`src/design/blit_address_generator_macros.svh`:
```
`ifndef BLIT_ADDRESS_GENERATOR_MACROS_SVH
`define BLIT_ADDRESS_GENERATOR_MACROS_SVH

// Checks that expect signals named clock and reset in the including scope.

// Property that must hold at every edge outside reset.
`define BAG_ASSERT_NOW(label, prop, msg) \
   label: assert property (@(posedge clock) disable iff (reset) prop) \
      else $error(msg);

// Antecedent at one edge implies the consequent at the next edge.
`define BAG_ASSERT_NEXT(label, ante, cons, msg) \
   label: assert property (@(posedge clock) disable iff (reset) (ante) |=> (cons)) \
      else $error(msg);

`endif

```
`src/design/bag_pkg.sv`:
```
`timescale 1ns / 1ps

package bag_pkg;

   // Default coordinate width; sizes carry one more bit
   localparam int BAG_COORD_BITS = 12;

   // Entries in the command queue between front and back
   localparam int BAG_QUEUE_DEPTH = 2;

   // Surface register values after reset
   localparam int BAG_SRC_WIDTH_RESET  = 640;
   localparam int BAG_SRC_HEIGHT_RESET = 480;
   localparam int BAG_DST_WIDTH_RESET  = 640;
   localparam int BAG_DST_HEIGHT_RESET = 480;

   // Mode field codes of an input item
   localparam logic [1:0] MODE_TICK    = 2'd0;
   localparam logic [1:0] MODE_COPY    = 2'd1;
   localparam logic [1:0] MODE_STRETCH = 2'd2;

   // Configuration register indexes
   localparam logic [1:0] CSR_SRC_WIDTH  = 2'd0;
   localparam logic [1:0] CSR_SRC_HEIGHT = 2'd1;
   localparam logic [1:0] CSR_DST_WIDTH  = 2'd2;
   localparam logic [1:0] CSR_DST_HEIGHT = 2'd3;

   // Kind of a queued entry
   localparam int BAG_KIND_BITS = 2;
   typedef enum logic [BAG_KIND_BITS-1:0] {
      KIND_TICK,
      KIND_COPY,
      KIND_STRETCH
   } bag_kind_type;

   // Back end sequencer states
   typedef enum logic [1:0] {
      ST_IDLE,
      ST_DIVIDE,
      ST_RUN
   } bag_state_type;

   // Back end status seen by the top level
   typedef struct packed {
      logic busy;
      logic dividing;
      logic emit;
      logic finish;
   } bag_status_type;

endpackage

```
`src/design/bag_front.sv`:
```
`timescale 1ns / 1ps

module bag_front import bag_pkg::*; #(
   parameter int COORD_BITS = BAG_COORD_BITS,
   localparam int SizeBits = COORD_BITS + 1,
   localparam int EntryBits = BAG_KIND_BITS + 4 * COORD_BITS + 4 * SizeBits
) (
   input  logic                  clock,
   input  logic                  reset,
   input  logic                  req_valid,
   output logic                  req_ready,
   input  logic [1:0]            req_mode,
   input  logic [COORD_BITS-1:0] req_src_x0,
   input  logic [COORD_BITS-1:0] req_src_y0,
   input  logic [SizeBits-1:0]   req_src_w,
   input  logic [SizeBits-1:0]   req_src_h,
   input  logic [COORD_BITS-1:0] req_dst_x0,
   input  logic [COORD_BITS-1:0] req_dst_y0,
   input  logic [SizeBits-1:0]   req_dst_w,
   input  logic [SizeBits-1:0]   req_dst_h,
   input  logic                  csr_valid,
   output logic                  csr_ready,
   input  logic [1:0]            csr_index,
   input  logic [SizeBits-1:0]   csr_wdata,
   input  logic                  q_full,
   output logic                  q_push,
   output logic [EntryBits-1:0]  q_entry
);

   localparam logic [SizeBits-1:0] SizeLimit = {1'b1, {COORD_BITS{1'b0}}};
   localparam logic [SizeBits-1:0] SrcWReset = (BAG_SRC_WIDTH_RESET > 2**COORD_BITS) ?
      SizeLimit : SizeBits'(BAG_SRC_WIDTH_RESET);
   localparam logic [SizeBits-1:0] SrcHReset = (BAG_SRC_HEIGHT_RESET > 2**COORD_BITS) ?
      SizeLimit : SizeBits'(BAG_SRC_HEIGHT_RESET);
   localparam logic [SizeBits-1:0] DstWReset = (BAG_DST_WIDTH_RESET > 2**COORD_BITS) ?
      SizeLimit : SizeBits'(BAG_DST_WIDTH_RESET);
   localparam logic [SizeBits-1:0] DstHReset = (BAG_DST_HEIGHT_RESET > 2**COORD_BITS) ?
      SizeLimit : SizeBits'(BAG_DST_HEIGHT_RESET);

   logic [SizeBits-1:0] src_surf_w_ff, src_surf_w_in;
   logic [SizeBits-1:0] src_surf_h_ff, src_surf_h_in;
   logic [SizeBits-1:0] dst_surf_w_ff, dst_surf_w_in;
   logic [SizeBits-1:0] dst_surf_h_ff, dst_surf_h_in;

   logic [SizeBits-1:0] csr_value;
   logic [SizeBits-1:0] sw, sh, dw, dh;
   logic [SizeBits-1:0] src_room_x, src_room_y, dst_room_x, dst_room_y;
   logic [SizeBits-1:0] copy_cols_part, copy_rows_part;
   logic [SizeBits-1:0] cols, rows;
   logic                origin_ok, src_size_ok, dst_size_ok;
   logic                keep;
   bag_kind_type        kind;

   function automatic logic [SizeBits-1:0] clamp_size(input logic [SizeBits-1:0] v);
      clamp_size = (v > SizeLimit) ? SizeLimit : v;
   endfunction

   function automatic logic [SizeBits-1:0] min2(input logic [SizeBits-1:0] a,
                                                input logic [SizeBits-1:0] b);
      min2 = (a < b) ? a : b;
   endfunction

   // Hold surface sizes
   always_ff @(posedge clock) begin
      if (reset) begin
         src_surf_w_ff <= SrcWReset;
         src_surf_h_ff <= SrcHReset;
         dst_surf_w_ff <= DstWReset;
         dst_surf_h_ff <= DstHReset;
      end else begin
         src_surf_w_ff <= src_surf_w_in;
         src_surf_h_ff <= src_surf_h_in;
         dst_surf_w_ff <= dst_surf_w_in;
         dst_surf_h_ff <= dst_surf_h_in;
      end
   end

   // Write a surface register, clamping oversized values
   assign csr_ready = 1'b1;
   assign csr_value = clamp_size(csr_wdata);

   always_comb begin
      src_surf_w_in = src_surf_w_ff;
      src_surf_h_in = src_surf_h_ff;
      dst_surf_w_in = dst_surf_w_ff;
      dst_surf_h_in = dst_surf_h_ff;
      if (csr_valid) begin
         case (csr_index)
            CSR_SRC_WIDTH:  src_surf_w_in = csr_value;
            CSR_SRC_HEIGHT: src_surf_h_in = csr_value;
            CSR_DST_WIDTH:  dst_surf_w_in = csr_value;
            CSR_DST_HEIGHT: dst_surf_h_in = csr_value;
            default: ;
         endcase
      end
   end

   // Check origins and sizes; clip a copy against both surfaces, a stretch against the destination
   always_comb begin
      sw = clamp_size(req_src_w);
      sh = clamp_size(req_src_h);
      dw = clamp_size(req_dst_w);
      dh = clamp_size(req_dst_h);

      origin_ok = ({1'b0, req_src_x0} < src_surf_w_ff) && ({1'b0, req_src_y0} < src_surf_h_ff)
               && ({1'b0, req_dst_x0} < dst_surf_w_ff) && ({1'b0, req_dst_y0} < dst_surf_h_ff);
      src_size_ok = (sw != '0) && (sh != '0);
      dst_size_ok = (dw != '0) && (dh != '0);

      src_room_x = src_surf_w_ff - {1'b0, req_src_x0};
      src_room_y = src_surf_h_ff - {1'b0, req_src_y0};
      dst_room_x = dst_surf_w_ff - {1'b0, req_dst_x0};
      dst_room_y = dst_surf_h_ff - {1'b0, req_dst_y0};

      copy_cols_part = min2(sw, src_room_x);
      copy_rows_part = min2(sh, src_room_y);

      keep = 1'b0;
      kind = KIND_TICK;
      cols = min2(copy_cols_part, dst_room_x);
      rows = min2(copy_rows_part, dst_room_y);
      case (req_mode)
         MODE_TICK: begin
            keep = 1'b1;
         end
         MODE_COPY: begin
            keep = origin_ok && src_size_ok;
            kind = KIND_COPY;
         end
         MODE_STRETCH: begin
            keep = origin_ok && src_size_ok && dst_size_ok;
            kind = KIND_STRETCH;
            cols = min2(dw, dst_room_x);
            rows = min2(dh, dst_room_y);
         end
         default: begin
            keep = 1'b0;
         end
      endcase
   end

   // Queue what the back end must see; drop rejected and unknown items
   assign req_ready = !q_full;
   assign q_push    = req_valid && req_ready && keep;
   assign q_entry   = {kind, req_src_x0, req_src_y0, req_dst_x0, req_dst_y0,
                       cols, rows, sw, sh};

endmodule

```
`src/design/bag_queue.sv`:
```
`timescale 1ns / 1ps

module bag_queue import bag_pkg::*; #(
   parameter int WIDTH = 8,
   localparam int Depth = BAG_QUEUE_DEPTH,
   localparam int PtrBits = (Depth > 1) ? $clog2(Depth) : 1,
   localparam int CountBits = $clog2(Depth + 1)
) (
   input  logic                 clock,
   input  logic                 reset,
   input  logic                 push,
   input  logic [WIDTH-1:0]     push_data,
   output logic                 full,
   input  logic                 pop,
   output logic                 pop_valid,
   output logic [WIDTH-1:0]     pop_data,
   output logic [CountBits-1:0] count
);

   logic [WIDTH-1:0]     slot_ff [Depth];
   logic [PtrBits-1:0]   wr_ptr_ff, wr_ptr_in;
   logic [PtrBits-1:0]   rd_ptr_ff, rd_ptr_in;
   logic [CountBits-1:0] count_ff, count_in;

   function automatic logic [PtrBits-1:0] next_ptr(input logic [PtrBits-1:0] p);
      next_ptr = (p == PtrBits'(Depth - 1)) ? '0 : p + 1'b1;
   endfunction

   // Advance pointers and occupancy
   always_comb begin
      wr_ptr_in = push ? next_ptr(wr_ptr_ff) : wr_ptr_ff;
      rd_ptr_in = pop ? next_ptr(rd_ptr_ff) : rd_ptr_ff;
      count_in  = count_ff;
      if (push && !pop) begin
         count_in = count_ff + 1'b1;
      end else if (pop && !push) begin
         count_in = count_ff - 1'b1;
      end
   end

   always_ff @(posedge clock) begin
      if (reset) begin
         wr_ptr_ff <= '0;
         rd_ptr_ff <= '0;
         count_ff  <= '0;
      end else begin
         wr_ptr_ff <= wr_ptr_in;
         rd_ptr_ff <= rd_ptr_in;
         count_ff  <= count_in;
      end
   end

   // Store an item
   always_ff @(posedge clock) begin
      if (push) begin
         slot_ff[wr_ptr_ff] <= push_data;
      end
   end

   assign full      = (count_ff == CountBits'(Depth));
   assign pop_valid = (count_ff != '0);
   assign pop_data  = slot_ff[rd_ptr_ff];
   assign count     = count_ff;

endmodule

```
`src/design/bag_divider.sv`:
```
`timescale 1ns / 1ps

module bag_divider #(
   parameter int WIDTH = 13,
   localparam int CountBits = (WIDTH > 1) ? $clog2(WIDTH) : 1
) (
   input  logic             clock,
   input  logic             reset,
   input  logic             start,
   input  logic [WIDTH-1:0] dividend,
   input  logic [WIDTH-1:0] divisor,
   output logic             done,
   output logic [WIDTH-1:0] quotient,
   output logic [WIDTH-1:0] remainder
);

   logic                 active_ff, active_in;
   logic                 done_ff, done_in;
   logic [CountBits-1:0] count_ff, count_in;
   logic [WIDTH-1:0]     rem_ff, rem_in;
   logic [WIDTH-1:0]     quo_ff, quo_in;
   logic [WIDTH-1:0]     div_ff, div_in;
   logic [WIDTH:0]       trial;
   logic [WIDTH:0]       diff;
   logic                 fits;

   // One restoring step: shift in the next dividend bit, subtract if it fits
   always_comb begin
      trial = {rem_ff, quo_ff[WIDTH-1]};
      diff  = trial - {1'b0, div_ff};
      fits  = (trial >= {1'b0, div_ff});

      active_in = active_ff;
      done_in   = 1'b0;
      count_in  = count_ff;
      rem_in    = rem_ff;
      quo_in    = quo_ff;
      div_in    = div_ff;
      if (start) begin
         active_in = 1'b1;
         count_in  = '0;
         rem_in    = '0;
         quo_in    = dividend;
         div_in    = divisor;
      end else if (active_ff) begin
         rem_in   = fits ? diff[WIDTH-1:0] : trial[WIDTH-1:0];
         quo_in   = {quo_ff[WIDTH-2:0], fits};
         count_in = count_ff + 1'b1;
         if (count_ff == CountBits'(WIDTH - 1)) begin
            active_in = 1'b0;
            done_in   = 1'b1;
         end
      end
   end

   always_ff @(posedge clock) begin
      if (reset) begin
         active_ff <= 1'b0;
         done_ff   <= 1'b0;
      end else begin
         active_ff <= active_in;
         done_ff   <= done_in;
      end
   end

   always_ff @(posedge clock) begin
      count_ff <= count_in;
      rem_ff   <= rem_in;
      quo_ff   <= quo_in;
      div_ff   <= div_in;
   end

   assign done      = done_ff;
   assign quotient  = quo_ff;
   assign remainder = rem_ff;

endmodule

```
`src/design/bag_back.sv`:
```
`timescale 1ns / 1ps

module bag_back import bag_pkg::*; #(
   parameter int COORD_BITS = BAG_COORD_BITS,
   localparam int SizeBits = COORD_BITS + 1,
   localparam int EntryBits = BAG_KIND_BITS + 4 * COORD_BITS + 4 * SizeBits
) (
   input  logic                  clock,
   input  logic                  reset,
   input  logic                  q_valid,
   input  logic [EntryBits-1:0]  q_data,
   output logic                  q_pop,
   output logic                  rsp_valid,
   input  logic                  rsp_ready,
   output logic [SizeBits-1:0]   rsp_src_x,
   output logic [SizeBits-1:0]   rsp_src_y,
   output logic [COORD_BITS-1:0] rsp_dst_x,
   output logic [COORD_BITS-1:0] rsp_dst_y,
   output logic                  rsp_last,
   output bag_status_type        status
);

   // Queued entry
   logic [BAG_KIND_BITS-1:0] e_kind_bits;
   bag_kind_type             e_kind;
   logic [COORD_BITS-1:0]    e_sx, e_sy, e_dx, e_dy;
   logic [SizeBits-1:0]      e_cols, e_rows, e_sw, e_sh;

   assign {e_kind_bits, e_sx, e_sy, e_dx, e_dy, e_cols, e_rows, e_sw, e_sh} = q_data;
   assign e_kind = bag_kind_type'(e_kind_bits);

   bag_state_type         state_ff, state_in;
   logic                  stretch_ff, stretch_in;
   logic [SizeBits-1:0]   col_ff, col_in, row_ff, row_in;
   logic [SizeBits-1:0]   cols_ff, cols_in, rows_ff, rows_in;
   logic [COORD_BITS-1:0] org_sx_ff, org_sx_in, org_sy_ff, org_sy_in;
   logic [COORD_BITS-1:0] org_dx_ff, org_dx_in, org_dy_ff, org_dy_in;
   logic [SizeBits-1:0]   whole_x_ff, whole_x_in, whole_y_ff, whole_y_in;
   logic [SizeBits-1:0]   frac_x_ff, frac_x_in, frac_y_ff, frac_y_in;
   logic [SizeBits-1:0]   err_x_ff, err_x_in, err_y_ff, err_y_in;
   logic [SizeBits-1:0]   cur_x_ff, cur_x_in, cur_y_ff, cur_y_in;

   logic                  rsp_valid_ff, rsp_valid_in;
   logic [SizeBits-1:0]   rsp_src_x_ff, rsp_src_x_in, rsp_src_y_ff, rsp_src_y_in;
   logic [COORD_BITS-1:0] rsp_dst_x_ff, rsp_dst_x_in, rsp_dst_y_ff, rsp_dst_y_in;
   logic                  rsp_last_ff, rsp_last_in;

   logic                  div_start;
   logic                  div_done_x, div_done_y;
   logic [SizeBits-1:0]   quo_x, rem_x, quo_y, rem_y;

   logic                  out_free;
   logic                  emit;
   logic                  row_end, fin;
   logic [SizeBits:0]     col_plus, row_plus;
   logic [SizeBits-1:0]   ox, oy;
   logic [SizeBits:0]     err_sum_x, err_sum_y;
   logic                  carry_x, carry_y;
   logic [SizeBits-1:0]   err_adv_x, err_adv_y, cur_adv_x, cur_adv_y;

   // Setup division, one per axis, run side by side
   assign div_start = (state_ff == ST_IDLE) && q_valid && (e_kind == KIND_STRETCH);

   bag_divider #(.WIDTH(SizeBits)) u_div_x (
      .clock     (clock),
      .reset     (reset),
      .start     (div_start),
      .dividend  (e_sw),
      .divisor   (e_cols),
      .done      (div_done_x),
      .quotient  (quo_x),
      .remainder (rem_x)
   );

   bag_divider #(.WIDTH(SizeBits)) u_div_y (
      .clock     (clock),
      .reset     (reset),
      .start     (div_start),
      .dividend  (e_sh),
      .divisor   (e_rows),
      .done      (div_done_y),
      .quotient  (quo_y),
      .remainder (rem_y)
   );

   // Position of the current pair and the stepping of each axis
   always_comb begin
      out_free = !rsp_valid_ff || rsp_ready;

      col_plus = {1'b0, col_ff} + {{SizeBits{1'b0}}, 1'b1};
      row_plus = {1'b0, row_ff} + {{SizeBits{1'b0}}, 1'b1};
      row_end  = (col_plus >= {1'b0, cols_ff});
      fin      = row_end && (row_plus >= {1'b0, rows_ff});

      ox = stretch_ff ? cur_x_ff : col_ff;
      oy = stretch_ff ? cur_y_ff : row_ff;

      err_sum_x = {1'b0, err_x_ff} + {1'b0, frac_x_ff};
      carry_x   = (err_sum_x >= {1'b0, cols_ff});
      err_adv_x = carry_x ? SizeBits'(err_sum_x - {1'b0, cols_ff}) : err_sum_x[SizeBits-1:0];
      cur_adv_x = cur_x_ff + whole_x_ff + {{(SizeBits-1){1'b0}}, carry_x};

      err_sum_y = {1'b0, err_y_ff} + {1'b0, frac_y_ff};
      carry_y   = (err_sum_y >= {1'b0, rows_ff});
      err_adv_y = carry_y ? SizeBits'(err_sum_y - {1'b0, rows_ff}) : err_sum_y[SizeBits-1:0];
      cur_adv_y = cur_y_ff + whole_y_ff + {{(SizeBits-1){1'b0}}, carry_y};
   end

   // Sequencer: next state, queue pop and result register
   always_comb begin
      state_in   = state_ff;
      stretch_in = stretch_ff;
      col_in     = col_ff;
      row_in     = row_ff;
      cols_in    = cols_ff;
      rows_in    = rows_ff;
      org_sx_in  = org_sx_ff;
      org_sy_in  = org_sy_ff;
      org_dx_in  = org_dx_ff;
      org_dy_in  = org_dy_ff;
      whole_x_in = whole_x_ff;
      whole_y_in = whole_y_ff;
      frac_x_in  = frac_x_ff;
      frac_y_in  = frac_y_ff;
      err_x_in   = err_x_ff;
      err_y_in   = err_y_ff;
      cur_x_in   = cur_x_ff;
      cur_y_in   = cur_y_ff;
      q_pop      = 1'b0;
      emit       = 1'b0;

      case (state_ff)
         ST_IDLE: begin
            // Idle: ticks drop, commands load the run
            q_pop = q_valid;
            if (q_valid && (e_kind != KIND_TICK)) begin
               stretch_in = (e_kind == KIND_STRETCH);
               org_sx_in  = e_sx;
               org_sy_in  = e_sy;
               org_dx_in  = e_dx;
               org_dy_in  = e_dy;
               cols_in    = e_cols;
               rows_in    = e_rows;
               col_in     = '0;
               row_in     = '0;
               err_x_in   = '0;
               err_y_in   = '0;
               cur_x_in   = '0;
               cur_y_in   = '0;
               state_in   = (e_kind == KIND_STRETCH) ? ST_DIVIDE : ST_RUN;
            end
         end
         ST_DIVIDE: begin
            // Hold the queue until the step sizes are known
            if (div_done_x && div_done_y) begin
               whole_x_in = quo_x;
               frac_x_in  = rem_x;
               whole_y_in = quo_y;
               frac_y_in  = rem_y;
               state_in   = ST_RUN;
            end
         end
         ST_RUN: begin
            // Busy: commands drop, each tick emits one pair
            q_pop = q_valid && ((e_kind != KIND_TICK) || out_free);
            if (q_valid && (e_kind == KIND_TICK) && out_free) begin
               emit = 1'b1;
               if (fin) begin
                  state_in = ST_IDLE;
               end else if (row_end) begin
                  col_in   = '0;
                  err_x_in = '0;
                  cur_x_in = '0;
                  row_in   = row_plus[SizeBits-1:0];
                  if (stretch_ff) begin
                     err_y_in = err_adv_y;
                     cur_y_in = cur_adv_y;
                  end
               end else begin
                  col_in = col_plus[SizeBits-1:0];
                  if (stretch_ff) begin
                     err_x_in = err_adv_x;
                     cur_x_in = cur_adv_x;
                  end
               end
            end
         end
         default: begin
            state_in = ST_IDLE;
         end
      endcase

      // Result register: load on emit, drop once taken
      rsp_valid_in = rsp_valid_ff;
      rsp_src_x_in = rsp_src_x_ff;
      rsp_src_y_in = rsp_src_y_ff;
      rsp_dst_x_in = rsp_dst_x_ff;
      rsp_dst_y_in = rsp_dst_y_ff;
      rsp_last_in  = rsp_last_ff;
      if (emit) begin
         rsp_valid_in = 1'b1;
         rsp_src_x_in = {1'b0, org_sx_ff} + ox;
         rsp_src_y_in = {1'b0, org_sy_ff} + oy;
         rsp_dst_x_in = org_dx_ff + col_ff[COORD_BITS-1:0];
         rsp_dst_y_in = org_dy_ff + row_ff[COORD_BITS-1:0];
         rsp_last_in  = fin;
      end else if (rsp_ready) begin
         rsp_valid_in = 1'b0;
      end
   end

   always_ff @(posedge clock) begin
      if (reset) begin
         state_ff     <= ST_IDLE;
         rsp_valid_ff <= 1'b0;
      end else begin
         state_ff     <= state_in;
         rsp_valid_ff <= rsp_valid_in;
      end
   end

   always_ff @(posedge clock) begin
      stretch_ff   <= stretch_in;
      col_ff       <= col_in;
      row_ff       <= row_in;
      cols_ff      <= cols_in;
      rows_ff      <= rows_in;
      org_sx_ff    <= org_sx_in;
      org_sy_ff    <= org_sy_in;
      org_dx_ff    <= org_dx_in;
      org_dy_ff    <= org_dy_in;
      whole_x_ff   <= whole_x_in;
      whole_y_ff   <= whole_y_in;
      frac_x_ff    <= frac_x_in;
      frac_y_ff    <= frac_y_in;
      err_x_ff     <= err_x_in;
      err_y_ff     <= err_y_in;
      cur_x_ff     <= cur_x_in;
      cur_y_ff     <= cur_y_in;
      rsp_src_x_ff <= rsp_src_x_in;
      rsp_src_y_ff <= rsp_src_y_in;
      rsp_dst_x_ff <= rsp_dst_x_in;
      rsp_dst_y_ff <= rsp_dst_y_in;
      rsp_last_ff  <= rsp_last_in;
   end

   assign rsp_valid = rsp_valid_ff;
   assign rsp_src_x = rsp_src_x_ff;
   assign rsp_src_y = rsp_src_y_ff;
   assign rsp_dst_x = rsp_dst_x_ff;
   assign rsp_dst_y = rsp_dst_y_ff;
   assign rsp_last  = rsp_last_ff;

   assign status.busy     = (state_ff != ST_IDLE);
   assign status.dividing = (state_ff == ST_DIVIDE);
   assign status.emit     = emit;
   assign status.finish   = emit && fin;

endmodule

```
`src/design/blit_address_generator.sv`:
```
`timescale 1ns / 1ps

// Blit address generator. A copy or stretch command on the req channel is
// checked against the four surface registers and clipped; every tick after
// it gives one source/destination pixel pair on rsp, row by row, with
// rsp_last on the final pair. Commands while a blit runs, ticks while idle,
// rejected commands and mode three give no result. Stretch uses nearest
// neighbor stepping; its source coordinates are not clipped.
// Flow: an item passes a two-entry queue and the result register, which
// presents it on rsp until rsp_ready takes it. While a blit runs and
// rsp_ready is held high, ticks are taken and answered one per cycle. A copy
// command takes the back end from idle straight to running; a stretch command
// first passes a setup state, where a restoring divider per axis computes the
// step sizes one quotient bit per cycle. The front keeps accepting into the
// queue during that setup until the queue is full.

module blit_address_generator import bag_pkg::*; #(
   parameter int COORD_BITS = BAG_COORD_BITS,
   localparam int SizeBits = COORD_BITS + 1
) (
   input  logic                  clock,
   input  logic                  reset,
   input  logic                  req_valid,
   output logic                  req_ready,
   input  logic [1:0]            req_mode,
   input  logic [COORD_BITS-1:0] req_src_x0,
   input  logic [COORD_BITS-1:0] req_src_y0,
   input  logic [SizeBits-1:0]   req_src_w,
   input  logic [SizeBits-1:0]   req_src_h,
   input  logic [COORD_BITS-1:0] req_dst_x0,
   input  logic [COORD_BITS-1:0] req_dst_y0,
   input  logic [SizeBits-1:0]   req_dst_w,
   input  logic [SizeBits-1:0]   req_dst_h,
   output logic                  rsp_valid,
   input  logic                  rsp_ready,
   output logic [SizeBits-1:0]   rsp_src_x,
   output logic [SizeBits-1:0]   rsp_src_y,
   output logic [COORD_BITS-1:0] rsp_dst_x,
   output logic [COORD_BITS-1:0] rsp_dst_y,
   output logic                  rsp_last,
   input  logic                  csr_valid,
   output logic                  csr_ready,
   input  logic [1:0]            csr_index,
   input  logic [SizeBits-1:0]   csr_wdata
);

`include "blit_address_generator_macros.svh"

   localparam int EntryBits = BAG_KIND_BITS + 4 * COORD_BITS + 4 * SizeBits;
   localparam int CountBits = $clog2(BAG_QUEUE_DEPTH + 1);

   logic                 q_full;
   logic                 q_push;
   logic [EntryBits-1:0] q_entry;
   logic                 q_pop;
   logic                 q_valid;
   logic [EntryBits-1:0] q_data;
   logic [CountBits-1:0] q_count;
   bag_status_type       back_status;

   // Front: accept, check and clip
   bag_front #(.COORD_BITS(COORD_BITS)) u_front (
      .clock      (clock),
      .reset      (reset),
      .req_valid  (req_valid),
      .req_ready  (req_ready),
      .req_mode   (req_mode),
      .req_src_x0 (req_src_x0),
      .req_src_y0 (req_src_y0),
      .req_src_w  (req_src_w),
      .req_src_h  (req_src_h),
      .req_dst_x0 (req_dst_x0),
      .req_dst_y0 (req_dst_y0),
      .req_dst_w  (req_dst_w),
      .req_dst_h  (req_dst_h),
      .csr_valid  (csr_valid),
      .csr_ready  (csr_ready),
      .csr_index  (csr_index),
      .csr_wdata  (csr_wdata),
      .q_full     (q_full),
      .q_push     (q_push),
      .q_entry    (q_entry)
   );

   // Queue between front and back
   bag_queue #(.WIDTH(EntryBits)) u_queue (
      .clock     (clock),
      .reset     (reset),
      .push      (q_push),
      .push_data (q_entry),
      .full      (q_full),
      .pop       (q_pop),
      .pop_valid (q_valid),
      .pop_data  (q_data),
      .count     (q_count)
   );

   // Back: run the blit and emit pairs
   bag_back #(.COORD_BITS(COORD_BITS)) u_back (
      .clock     (clock),
      .reset     (reset),
      .q_valid   (q_valid),
      .q_data    (q_data),
      .q_pop     (q_pop),
      .rsp_valid (rsp_valid),
      .rsp_ready (rsp_ready),
      .rsp_src_x (rsp_src_x),
      .rsp_src_y (rsp_src_y),
      .rsp_dst_x (rsp_dst_x),
      .rsp_dst_y (rsp_dst_y),
      .rsp_last  (rsp_last),
      .status    (back_status)
   );

   // Queue is left alone while the step sizes are being computed
   `BAG_ASSERT_NOW(a_no_pop_in_setup, !(back_status.dividing && q_pop), "pop during setup")
   // An emitted pair is presented on the next cycle
   `BAG_ASSERT_NEXT(a_emit_shows, back_status.emit, rsp_valid, "emitted pair not shown")
   // The final pair returns the back end to idle
   `BAG_ASSERT_NEXT(a_finish_idle, back_status.finish, !back_status.busy && rsp_last, "blit did not end")
   // The queue never reports more entries than it holds
   `BAG_ASSERT_NOW(a_queue_bound, q_count <= CountBits'(BAG_QUEUE_DEPTH), "queue overrun")

endmodule
```
`config.mk`:
```
export PLATFORM = sky130hd
export DESIGN_NAME = blit_address_generator
export DESIGN_NICKNAME = d
export VERILOG_FILES = /design/src/design/bag_pkg.sv /design/src/design/bag_front.sv /design/src/design/bag_queue.sv /design/src/design/bag_divider.sv /design/src/design/bag_back.sv /design/src/design/blit_address_generator.sv
export VERILOG_INCLUDE_DIRS = /design/src /design/src/design
export SDC_FILE = /design/constraint.sdc
export NUM_CORES = 1
export LEC_CHECK = 0
export ABC_AREA = 0
export BUFFER_PORTS_ARGS = -buffer_cell sky130_fd_sc_hd__buf_2
export CORE_MARGIN = 4
export CORE_UTILIZATION = 40
export CTS_BUF_LIST = sky130_fd_sc_hd__clkbuf_8
export DETAILED_ROUTE_END_ITERATION = 8
export PLACE_DENSITY = 0.66
export REMOVE_ABC_BUFFERS = 1
export SLEW_MARGIN = 40
export SYNTH_ARGS = -nofsm -noshare
export SYNTH_HDL_FRONTEND = slang
export SYNTH_SLANG_ARGS = --single-unit
```
`constraint.sdc`:
```
create_clock -name clock -period 7.7 [get_ports clock]
set_input_delay 1.155 -clock clock [delete_from_list [all_inputs] [get_ports clock]]
set_output_delay 1.155 -clock clock [all_outputs]
set_load 0.03 [all_outputs]
```
==> flow_summary.toml <==
[worst_setup_path]
crit_type = "input port to flop"
critPathMaxFanout = 15
start_kind = "input port"
max_stage_delay_ns = 0.47
slowest_stage = "nor3_2"
worstPathRequired_ns = 8.13
cp-end-kind = "flop"
worst_path_most_repeated_cell = "a21oi_1"
worst_ep_arrival_time_ns = 7.12

[detailed_routing]
wl_per_cell_um = 19.83
vias = 24590
routed_wirelength_um = 91080
post-route-drc-count = 0
drt_iter0_drc = 1702
antenna_left = 0
firstDrtPassIters = 6
avgViaCountPerCell = 5.354

[synth]
yosysTopAreaCell = "edfxtp_1"
synth_top_family_by_area = "compound AO/OA/AOI/OAI gates"
seq_area_frac_synth_pct = 49.80
synth_cells = 3145
synth_fa_ha_area_share_pct = 11.78
synth-compound-area-share_pct = 12.39
synth_top_area_share_pct = 44.16
postSynth.asyncResetShare_pct = 0
synth_xor_area_share_pct = 4.252
yosys-top-cells-area = "edfxtp_1, ha_1, dfxtp_1, mux2_2, a21oi_1"
synth_area_um2 = 34810
synthSimpleGateAreaFrac_pct = 12.31
ys_seq_elements = 610
muxShareOfSynthArea_pct = 5.941
yosysUniqueCellTypes = 82
synth.avg_cell_area_um2 = 11.07
synth_edf_count = 512
yosys_warnings = 0
ys.flop_type = "edfxtp_1"

[pwr]
powerDensity_nw_per_um2 = 372.4
leakage_nw = 15.80
vdd_drop_max_mv = 0.2280

[global_routing]
grt_pass1_vias = 23680
grt_max_degree = 55
overflow = 0
antenna_found_initial = 10
grt_pass1_wl_um = 139200
grt_use_total_pct = 19.68

[timing]
worst_slack_ns = 1.013
fin_setup_tns_ns = 0
tightest_slew_ns = 0.8511
fmax_mhz = 149.5
period_needed_ns = 6.687
drv_slew = 0
timing_hold_violations_final = 0
finalSetupViolCount = 0
maxSlewHeadroom_pct = 43.26
fin_crit_sh_pct = 86.85
grt_setup_unrepaired = "no"
skew_ns = 0.03458

[clocking]
path_clk_slew_ns = 0.06
cts_tree = "built"
postCtsSetupBuffers = 0
hold_buffers = 0
clock_latency_ns = 0.71
cts_buffer_depth = 3
clock_tree.root_cell = "clkbuf_8"
cts_resized = 0
cts_buffers = 99
h-tree-depth = 3
cts.sinks = 610

[final_layout]
fin_nets = 3800
area_delta_synth_final_pct = 12.41
postLayoutCoreUtil_pct = 45.60
num-fill-cells = 7893
largest_reg_flops = 204
drive_gt1_share_pct = 14.55
fin_cells = 4593
regMostFlops = "u_queue.slot_ff"

[outcome]
status = "complete, no violations"

[floorplanning]
die_h_um = 303.0
dieArea_um2 = 91820
core_area_um2 = 85820
rows = 107
ioPinCount = 176
dieWidth_um = 303.0
start_util_pct = 40.57

[placement]
placement.setup.worst_slack_ns = 0.4081
io_buffer_count = 174
dp_cells = 4403
place_congestion = 0.8852
hpwl_um = 69660

[worst_hold_path]
hold_class = "flop to flop"

[flow_run]
cap_violations = 0
[routing by layer]
metal  track usage (%)  vias up  wire length (µm)
met3             2.791      114              5578
met2             30.54      660             40070
met5                 0        -                 0
met4             5.937        0              2115
met1             28.63    11830             43320
li1                  -    11990                 -
[where the power goes]
part | switching (W) | leakage (nW) | internal [W]
Clock | 0.00134 | 1.14 | 0.00154
Sequential | 0.000459 | 5.52 | 0.00456
Combinational | 0.00386 | 9.14 | 0.00281
[worst max-delay path, delay by kind of cell]
kind | cells | cell delay [ns]
compound gates | 15 | 3.11
fa+ha+maj | 4 | 1.14
buf+inv | 4 | 0.63
simple gates | 2 | 0.52
mux | 1 | 0.38
xor+xnor | 1 | 0.20
[final cells by class]
cell class	count	area, µm²	area share, %
Inverter	223	840.8	2.148
Timing Repair Buffer	208	1159	2.960
Clock buffer	108	1486	3.798
Antenna cell	6	15.01	0.03836
Tap cell	1144	1431	3.657
Sequential cell	610	17340	44.31
Multi-Input combinational cell	2219	16320	41.70
Clock inverter	75	543.0	1.388
[worst paths after layout]
check	start	end	slack (ns)	depth (start not counted)
worst max-delay path	req_src_x0[0]	u_queue.slot_ff[1][39]	1.01	27
worst min-delay path	u_back.u_div_y.quotient[10]	u_back.whole_y_ff[10]	0.44	0
worst max register to register	u_front.src_surf_w_ff[0]	u_queue.slot_ff[1][39]	1.10	27
worst min register to register	u_back.u_div_y.quotient[10]	u_back.whole_y_ff[10]	0.44	0
[cells in the mapped netlist, drive strengths merged, types with 12 or more instances]
library cell	count
a211oi	33
a21boi	18
a21o	68
a21oi	222
a31oi	15
and2	29
and3	23
buf	27
clkbuf	66
dfxtp	98
edfxtp	512
fa	18
ha	299
inv	223
mux2	101
mux2i	93
nand2	188
nand2b	43
nand3	67
nand4	27
nor2	237
nor2b	100
nor3	63
nor4	20
o211ai	25
o21a	39
o21ai	134
o21bai	13
o31a	12
o31ai	13
or2	12
or3	23
xnor2	115
xor2	54
[logic make-up after synthesis]
kind of cell / Yosys count
buf+inv: 316
flops: 610
simple gates: 868
mux: 194
xor+xnor: 169
fa+ha+maj: 317
compound gates: 670
other cells: 1
[metrics by stage]
stage | hold WS, ns | total power (W) | cell area [µm²]
6_report | 0.4427 | 0.01458 | 39140
5_1_grt | 0.4654 | 0.01564 | 39120
4_1_cts | 0.4434 | 0.01465 | 39100
3_5_place_dp | 0.4364 | 0.01171 | 37070
3_3_place_gp | 0.4370 | 0.01159 | 37020
2_1_floorplan | 0.4264 | 0.009912 | 34420
[cells in the final DEF, fill, tap and decap left out, types with 25 or more instances in the layout]
master and n:
nor2b_1 97, nand2_1 188, nor2_1 237, a21oi_1 221, o211ai_1 25, xnor2_1 115, mux2i_1 93, o21ai_0 132
and2_1 28, clkbuf_8 108, nand3_1 67, edfxtp_1 512, mux2_2 101, nor3_1 61, o21a_1 39, ha_1 299
nand2b_1 43, a21o_1 66, dfxtp_1 96, xor2_1 54, buf_2 174, buf_4 32, nand4_1 27, a211oi_1 31
inv_1 250
Note: power is estimated with default switching activity, not from simulation.
